File: config.mk
export PLATFORM = sky130hd
export DESIGN_NAME = ascii85_stream_decoder
export DESIGN_NICKNAME = d
export VERILOG_FILES = /design/src/rtl/ad85_pkg.sv /design/src/rtl/ad85_front.sv /design/src/rtl/ad85_queue.sv /design/src/rtl/ad85_back.sv /design/src/rtl/ascii85_stream_decoder.sv
export SDC_FILE = /design/constraint.sdc
export NUM_CORES = 2
export LEC_CHECK = 0
export ABC_AREA = 1
export BUFFER_PORTS_ARGS = -buffer_cell sky130_fd_sc_hd__buf_4
export CAP_MARGIN = 20
export CORE_MARGIN = 2
export CORE_UTILIZATION = 55
export CTS_CLUSTER_DIAMETER = 30
export DETAILED_ROUTE_END_ITERATION = 16
export PLACE_DENSITY = 0.74
export REMOVE_ABC_BUFFERS = 1
export SETUP_SLACK_MARGIN = 0.3
export SYNTH_ARGS = -nofsm -noshare
export SYNTH_HDL_FRONTEND = slang
export SYNTH_SLANG_ARGS = --single-unit
File: constraint.sdc
create_clock -name clk -period 8.9 [get_ports clk]
set_input_delay 0.89 -clock clk [delete_from_list [all_inputs] [get_ports clk]]
set_output_delay 0.89 -clock clk [all_outputs]
set_load 0.1 [all_outputs]
File: src/rtl/ad85_pkg.sv
package ad85_pkg;

  // Stream status codes
  localparam logic [1:0] ST_RUN = 2'd0;
  localparam logic [1:0] ST_OK  = 2'd1;
  localparam logic [1:0] ST_BAD = 2'd2;

  // Character codes
  localparam logic [7:0] CH_NUL   = 8'h00;
  localparam logic [7:0] CH_TAB   = 8'h09;
  localparam logic [7:0] CH_LF    = 8'h0A;
  localparam logic [7:0] CH_FF    = 8'h0C;
  localparam logic [7:0] CH_CR    = 8'h0D;
  localparam logic [7:0] CH_SPACE = 8'h20;
  localparam logic [7:0] CH_BANG  = 8'h21;
  localparam logic [7:0] CH_U     = 8'h75;
  localparam logic [7:0] CH_Z     = 8'h7A;
  localparam logic [7:0] CH_TILDE = 8'h7E;

  localparam logic [6:0] RADIX = 7'd85;

  // Job queue between front and back
  localparam int Q_DEPTH = 4;
  localparam int Q_AW    = $clog2(Q_DEPTH);
  localparam int Q_CW    = $clog2(Q_DEPTH + 1);

  // One decoded item: up to four bytes, most significant first
  typedef struct packed {
    logic [31:0] word;
    logic [2:0]  nbytes;
    logic [1:0]  status;
    logic [31:0] base;
  } job_t;

  // Scale for padding a group of n digits with the top digit: 85^(5-n)
  function automatic logic [31:0] pad_scale(input logic [2:0] n);
    logic [31:0] s;
    case (n)
      3'd2:    s = 32'd614125;
      3'd3:    s = 32'd7225;
      3'd4:    s = 32'd85;
      default: s = 32'd1;
    endcase
    return s;
  endfunction

endpackage

File: src/rtl/ad85_front.sv
module ad85_front (
  input  logic               clk,
  input  logic               rst_n,
  input  logic               cfg_wr_en,
  input  logic [31:0]        cfg_wr_data,
  input  logic               acc_en,
  input  logic [7:0]         char_in,
  input  logic               end_in,
  output ad85_pkg::job_t     job
);

  logic [31:0] cap_r;
  logic [31:0] gv_r, gv_nxt;
  logic [2:0]  dc_r, dc_nxt;
  logic [31:0] wc_r, wc_nxt;
  logic        fin_r, fin_nxt;
  logic [1:0]  fs_r, fs_nxt;

  logic        is_ws, is_digit, ovf, fits4, room_pos;
  logic [6:0]  digit;
  logic [38:0] acc;
  logic [31:0] scale, padv, room;
  logic        do_flush;
  logic [2:0]  fl_have, fl_max, fl_n;
  logic [31:0] fl_val;

  // Classify the character
  always_comb begin
    is_ws = (char_in == ad85_pkg::CH_SPACE) || (char_in == ad85_pkg::CH_TAB) ||
            (char_in == ad85_pkg::CH_CR) || (char_in == ad85_pkg::CH_LF) ||
            (char_in == ad85_pkg::CH_FF) || (char_in == ad85_pkg::CH_NUL);
    is_digit = (char_in >= ad85_pkg::CH_BANG) && (char_in <= ad85_pkg::CH_U);
    digit    = 7'(char_in - ad85_pkg::CH_BANG);
  end

  // Accumulate a digit and pad a short group (85^k - 1 equals k pad digits)
  always_comb begin
    acc   = ({7'd0, gv_r} * {32'd0, ad85_pkg::RADIX}) + {32'd0, digit};
    ovf   = (acc[38:32] != 7'd0);
    scale = ad85_pkg::pad_scale(dc_r);
    padv  = 32'(gv_r * scale) + (scale - 32'd1);
  end

  // Capacity checks
  always_comb begin
    room_pos = (wc_r < cap_r);
    room     = cap_r - wc_r;
    fits4    = ({1'b0, wc_r} + 33'd4) <= {1'b0, cap_r};
  end

  // Decode one accepted item
  always_comb begin
    gv_nxt   = gv_r;
    dc_nxt   = dc_r;
    wc_nxt   = wc_r;
    fin_nxt  = fin_r;
    fs_nxt   = fs_r;
    job.word   = 32'd0;
    job.nbytes = 3'd0;
    job.base   = wc_r;
    do_flush = 1'b0;
    fl_have  = dc_r;
    fl_val   = padv;
    fl_max   = 3'd0;
    fl_n     = 3'd0;

    if (!fin_r) begin
      if (end_in || (char_in == ad85_pkg::CH_TILDE)) begin
        do_flush = 1'b1;
      end else if (is_ws) begin
        // skip
      end else if ((char_in == ad85_pkg::CH_Z) && (dc_r == 3'd0)) begin
        if (!fits4) begin
          do_flush = 1'b1;
        end else begin
          job.nbytes = 3'd4;
          wc_nxt     = wc_r + 32'd4;
        end
      end else if (!is_digit || ovf) begin
        fin_nxt = 1'b1;
        fs_nxt  = ad85_pkg::ST_BAD;
        gv_nxt  = 32'd0;
        dc_nxt  = 3'd0;
      end else if (dc_r != 3'd4) begin
        gv_nxt = acc[31:0];
        dc_nxt = dc_r + 3'd1;
      end else if (!fits4) begin
        do_flush = 1'b1;
        fl_have  = 3'd5;
        fl_val   = acc[31:0];
      end else begin
        job.word   = acc[31:0];
        job.nbytes = 3'd4;
        wc_nxt     = wc_r + 32'd4;
        gv_nxt     = 32'd0;
        dc_nxt     = 3'd0;
      end
    end

    // Close the stream, emitting what the capacity allows
    if (do_flush) begin
      fin_nxt = 1'b1;
      gv_nxt  = 32'd0;
      dc_nxt  = 3'd0;
      if (fl_have == 3'd1) begin
        fs_nxt = ad85_pkg::ST_BAD;
      end else begin
        fs_nxt = ad85_pkg::ST_OK;
        if (fl_have >= 3'd2) begin
          fl_max = (fl_have == 3'd5) ? 3'd4 : fl_have - 3'd1;
          if (!room_pos) begin
            fl_n = 3'd0;
          end else if (room >= {29'd0, fl_max}) begin
            fl_n = fl_max;
          end else begin
            fl_n = room[2:0];
          end
          job.word   = fl_val;
          job.nbytes = fl_n;
          wc_nxt     = wc_r + {29'd0, fl_n};
        end
      end
    end

    job.status = fin_nxt ? fs_nxt : ad85_pkg::ST_RUN;

    // Drop stream state after an end item
    if (end_in) begin
      gv_nxt  = 32'd0;
      dc_nxt  = 3'd0;
      wc_nxt  = 32'd0;
      fin_nxt = 1'b0;
      fs_nxt  = ad85_pkg::ST_RUN;
    end
  end

  // Hold stream state and capacity
  always_ff @(posedge clk) begin
    if (!rst_n) begin
      cap_r <= 32'hFFFF_FFFF;
      gv_r  <= 32'd0;
      dc_r  <= 3'd0;
      wc_r  <= 32'd0;
      fin_r <= 1'b0;
      fs_r  <= ad85_pkg::ST_RUN;
    end else begin
      if (cfg_wr_en) begin
        cap_r <= cfg_wr_data;
      end
      if (acc_en) begin
        gv_r  <= gv_nxt;
        dc_r  <= dc_nxt;
        wc_r  <= wc_nxt;
        fin_r <= fin_nxt;
        fs_r  <= fs_nxt;
      end
    end
  end

endmodule

File: src/rtl/ad85_queue.sv
module ad85_queue (
  input  logic               clk,
  input  logic               rst_n,
  input  logic               wr_en,
  input  ad85_pkg::job_t     wr_job,
  output logic               q_full,
  input  logic               rd_en,
  output ad85_pkg::job_t     rd_job,
  output logic               q_nonempty
);

  ad85_pkg::job_t                  mem_r [ad85_pkg::Q_DEPTH];
  logic [ad85_pkg::Q_AW-1:0]       wp_r, rp_r;
  logic [ad85_pkg::Q_CW-1:0]       cnt_r;
  logic                            do_wr, do_rd;

  assign q_full     = (cnt_r == ad85_pkg::Q_CW'(ad85_pkg::Q_DEPTH));
  assign q_nonempty = (cnt_r != '0);
  assign do_wr      = wr_en && !q_full;
  assign do_rd      = rd_en && q_nonempty;
  assign rd_job     = mem_r[rp_r];

  // Store jobs
  always_ff @(posedge clk) begin
    if (do_wr) begin
      mem_r[wp_r] <= wr_job;
    end
  end

  // Advance pointers and count
  always_ff @(posedge clk) begin
    if (!rst_n) begin
      wp_r  <= '0;
      rp_r  <= '0;
      cnt_r <= '0;
    end else begin
      if (do_wr) begin
        wp_r <= wp_r + 1'b1;
      end
      if (do_rd) begin
        rp_r <= rp_r + 1'b1;
      end
      if (do_wr && !do_rd) begin
        cnt_r <= cnt_r + 1'b1;
      end else if (do_rd && !do_wr) begin
        cnt_r <= cnt_r - 1'b1;
      end
    end
  end

endmodule

File: src/rtl/ad85_back.sv
module ad85_back (
  input  logic               clk,
  input  logic               rst_n,
  input  ad85_pkg::job_t     q_job,
  input  logic               q_nonempty,
  output logic               q_take,
  input  logic               pop,
  output logic               empty,
  output logic [7:0]         byte_out,
  output logic               byte_valid,
  output logic [1:0]         status,
  output logic [31:0]        bytes_total,
  output logic               last
);

  ad85_pkg::job_t cur_r;
  logic           cur_v_r;
  logic [1:0]     idx_r;
  logic [2:0]     cnt;
  logic [31:0]    word_sh;
  logic           done;

  // Present the current result
  always_comb begin
    cnt         = (cur_r.nbytes == 3'd0) ? 3'd1 : cur_r.nbytes;
    last        = (({1'b0, idx_r} + 3'd1) == cnt);
    byte_valid  = (cur_r.nbytes != 3'd0);
    word_sh     = cur_r.word >> {2'd3 - idx_r, 3'b000};
    byte_out    = byte_valid ? word_sh[7:0] : 8'd0;
    status      = cur_r.status;
    bytes_total = cur_r.base + (byte_valid ? {30'd0, idx_r} + 32'd1 : 32'd0);
    empty       = !cur_v_r;
    done        = pop && cur_v_r && last;
    q_take      = q_nonempty && (!cur_v_r || done);
  end

  // Load a job, step through its results
  always_ff @(posedge clk) begin
    if (!rst_n) begin
      cur_v_r <= 1'b0;
      idx_r   <= 2'd0;
    end else begin
      if (q_take) begin
        cur_v_r <= 1'b1;
        idx_r   <= 2'd0;
      end else if (done) begin
        cur_v_r <= 1'b0;
        idx_r   <= 2'd0;
      end else if (pop && cur_v_r) begin
        idx_r <= idx_r + 2'd1;
      end
    end
  end

  always_ff @(posedge clk) begin
    if (q_take) begin
      cur_r <= q_job;
    end
  end

endmodule

File: src/rtl/ascii85_stream_decoder.sv
// Channel  | Handshake             | Payload
// ---------+-----------------------+---------------------------------------------
// input    | push / full           | in_char_in[7:0], in_end_of_input
// result   | pop / empty           | out_byte_out[7:0], out_byte_valid, out_status[1:0],
//          |                       | out_bytes_total[31:0], out_last
// config   | cfg_wr_en             | cfg_wr_data[31:0] (output capacity)
//
// The front decodes one character per cycle while full is low, writing one job per
// character into a four-entry queue. The back hands out one result per cycle while pop
// is held: an item gives one to four results, so the result port sets the sustained rate.
// A first result passes through the queue memory and then the back's job register.
// Reset is synchronous, active low; full rises while the queue holds four jobs.
module ascii85_stream_decoder (
  input  logic        clk,
  input  logic        rst_n,
  input  logic        cfg_wr_en,
  input  logic [31:0] cfg_wr_data,
  input  logic        push,
  output logic        full,
  input  logic [7:0]  in_char_in,
  input  logic        in_end_of_input,
  input  logic        pop,
  output logic        empty,
  output logic [7:0]  out_byte_out,
  output logic        out_byte_valid,
  output logic [1:0]  out_status,
  output logic [31:0] out_bytes_total,
  output logic        out_last
);

  ad85_pkg::job_t front_job, q_job;
  logic           acc_en, q_nonempty, q_take, q_full;

  assign full   = q_full;
  assign acc_en = push && !q_full;

  ad85_front u_front (
    .clk         (clk),
    .rst_n       (rst_n),
    .cfg_wr_en   (cfg_wr_en),
    .cfg_wr_data (cfg_wr_data),
    .acc_en      (acc_en),
    .char_in     (in_char_in),
    .end_in      (in_end_of_input),
    .job         (front_job)
  );

  ad85_queue u_queue (
    .clk        (clk),
    .rst_n      (rst_n),
    .wr_en      (acc_en),
    .wr_job     (front_job),
    .q_full     (q_full),
    .rd_en      (q_take),
    .rd_job     (q_job),
    .q_nonempty (q_nonempty)
  );

  ad85_back u_back (
    .clk         (clk),
    .rst_n       (rst_n),
    .q_job       (q_job),
    .q_nonempty  (q_nonempty),
    .q_take      (q_take),
    .pop         (pop),
    .empty       (empty),
    .byte_out    (out_byte_out),
    .byte_valid  (out_byte_valid),
    .status      (out_status),
    .bytes_total (out_bytes_total),
    .last        (out_last)
  );

endmodule
==> key figures <==
Status
  • Status: completed

GRT
  • Largest net degree at the start of global routing: 90
  • Gr usage total: 0.2928
  • First-pass GRT wire length: between 150000 and 200000 um
  • Grt total ovfl: 0
  • Busiest grt layer: met2
  • Initial antenna violation count: 1
  • Met2 usage: 0.4720
  • GR Layer Usage met3: 0.04944
  • Vias in the first global route: 31600
  • Met1 usage: 0.4086

Drt
  • Pre-antenna DRT Iters: 6
  • Number of remaining DRC errors: 0
  • Vias: ~32000
  • Drt total wl: ~110000 um
  • Initial DRC count: 3170
  • WL per Instance: between 15 and 20 um
  • Vias/cell: 5.585
  • Post-route ant nets: 0

STA
  • Fmax: 119.7 MHz
  • Worst setup margin: 0.5452 ns
  • Setup violators final: 0
  • Final Hold Viols: 0
  • Max-slew violations: 0
  • Worst hold slack: ~0.46 ns
  • Setup_tns: 0 ns
  • Setup Skew: 0.06890 ns
  • Worst slew pin tran: 1.031 ns
  • Relative slew slack: 0.3125
  • Unrepaired setup endpoints after global routing: true
  • Min Tclk post-route: 8.355 ns
  • Period Utilization, post-route: 0.9387

Yosys
  • Mean Syn Cell Area: ~8.8 sq um
  • Post-synth top cells: inv_1, nand2_1, nor2_1
  • Largest area contributor in the netlist: edfxtp_1
  • Post-synthesis cell count: 4453
  • Mapped Area: approximately 39000 sq um
  • Yosys warning total: 0
  • Post-synth ARST share: 0
  • Count leader, synth: inv_1
  • Post-synth EDFFs: 345
  • Ys flop type: edfxtp_1
  • Sequential fraction of the synthesis area: 0.3226
  • Largest cells by area after synthesis: edfxtp_1, fa_1, ha_1, inv_1, nand2_1
  • Yosys reg bits: between 400 and 500
  • Synth top area share: 0.2652
  • Netlist cell types: 59

Floorplan
  • Die Y: between 200 and 300 um
  • Die X: between 200 and 300 um
  • Row count: between 90 and 100
  • Die area: 73160 sq um
  • Ports: 92
  • Initial cell density of the core: 0.5568
  • Core area: 70150 sq um

Critical path
  • CP required: 9.48 ns
  • CP Capture Type: register
  • Critical Path Source Type: register
  • R2R Setup Slk: 0.55 ns
  • Setup CP Type: reg2reg
  • Critical path's slowest cell: dfxtp_1
  • Critical Path Fanout Max: 6
  • CP peak stage delay: ~0.55 ns
  • Worst path arrival time: between 8 and 9 ns
  • Reg2Reg Depth: 51

Place
  • Dpl cells: approximately 5500
  • Placed Area: between 40000 and 50000 sq um
  • HPWL after detailed placement: 79890 um
  • GPL Wtd Cong: 0.9821
  • Port bufs: 91
  • Dpl ws: -0.5961 ns

Clock network
  • Clock-pin slew on the worst setup and hold paths: 0.05 ns
  • CTS Buf Count: 88
  • Longest Clk Path Bufs: 3
  • Worst skew pair latency: about 0.65 ns
  • Total clock sinks: 457
  • Clock root buffer: clkbuf_16
  • CTS H-tree depth: 3
  • CTS tree: done

Min path
  • Hold Path Class: in2reg
  • Worst hold stages: 3

Flow run
  • Max cap viols: 0

Power
  • Worst VDD drop: 424.7 uV
  • Pwr per Cell Area: 274.3 nW/um^2
  • Design Power: about 12 mW
  • P_leak: just over 20 nW

Finish
  • Net count, final: 5441
  • Util after Layout: 0.6444
  • Layout area overhead: 15.74%
  • Final instance area: 45210 sq um
  • Layout cells sized above 1: 0.1188
  • Layout Cells excl Fill: 5715
[kinds of logic after synthesis]
| family | after synthesis | synth area share |
|---|---|---|
| AND/OR/NAND/NOR | 1382 | 0.1506 |
| adder cells (fa/ha/maj) | 696 | 0.2845 |
| AO/OA/AOI/OAI | 719 | 0.09908 |
| buffers and inverters | 998 | 0.09812 |
| XOR/XNOR | 201 | 0.04507 |
| flip-flops | 457 | 0.3226 |
[cell type report]
cell class / count / area (sq um)
tap: 940 / 1176
antenna: 1 / 2.502
fill: 5637 / 24940
timing repair buffer: 275 / 2068
multi-input combinational: 2998 / 22920
clock buffer: 106 / 2340
sequential: 457 / 12610
clock inverter: 59 / 772.0
inverter: 879 / 3316
[power breakdown]
part | switching, mW | internal (mW)
Sequential | 0.247 | 2.81
Combinational | 4.10 | 1.85
Clock | 1.21 | 2.18
[metal layers]
layer	vias to the layer above	wire length (um)	part of all wire
met5	-	0	0
met4	0	2633	0.025
met3	206	9345	0.087
met2	1402	49520	0.46
met1	15420	45860	0.43
li1	14890	-	-
[final timing paths]
check                           to        startpoint
hold reg to reg    u_front.fs_r[0]   u_front.fs_r[0]
setup reg to reg  u_front.wc_r[28]  u_front.gv_r[17]
setup / recovery  u_front.wc_r[28]  u_front.gv_r[17]
hold / removal    u_front.cap_r[3]    cfg_wr_data[3]
[layout by cell type (no fill, tap or decap), types with 9 or more instances in the layout]
cell	netlist	layout
nor4_1	15	15
nand2_2	14	29
nand3_2	11	14
inv_6	0	10
nor2_1	475	458
a31oi_1	9	9
nand4_1	30	30
clkbuf_16	0	88
edfxtp_1	345	345
nor2_4	5	12
nand2_1	612	592
clkbuf_1	82	11
buf_4	5	274
o21ai_0	310	308
xor2_1	138	138
a21oi_1	239	235
inv_1	871	859
xnor2_1	63	63
clkinvlp_4	0	11
inv_2	4	11
nor3_1	42	39
clkinv_2	0	14
bufinv_16	0	9
dfxtp_1	112	104
o22ai_1	88	88
nand3_1	140	137
nor2_2	8	18
o21ai_1	27	29
fa_1	320	319
ha_1	376	369
[repair_timing]
action | 4_1_cts | 5_1_grt
hold buffers | 0 | 0
buffers inserted | 5 | 11
pin swaps | 4 | 40
setup endpoints to repair | 8 | 36
resized for setup | 7 | 73
[worst max-delay path: cells and delay by family, from the launching register on]
kind,cells,cell delay [ns]
flops,1,0.55
fa+ha+maj,9,2.89
simple gates,26,3.05
buf+inv,7,0.48
xor+xnor,2,0.32
compound gates,7,1.05
[registers in the layout (all words and copies together) (netlist names), 2 cells and up]
name and count:
u_queue.wp_r 2, u_front.cap_r 32, u_queue.mem_r 276, u_front.fs_r 2
u_queue.rp_r 2, u_back.status 2, u_front.gv_r 32, u_front.dc_r 3
u_front.wc_r 32, u_back.cur_r 67, u_queue.cnt_r 3, u_back.idx_r 2
Power figures use the tool's default switching activity.
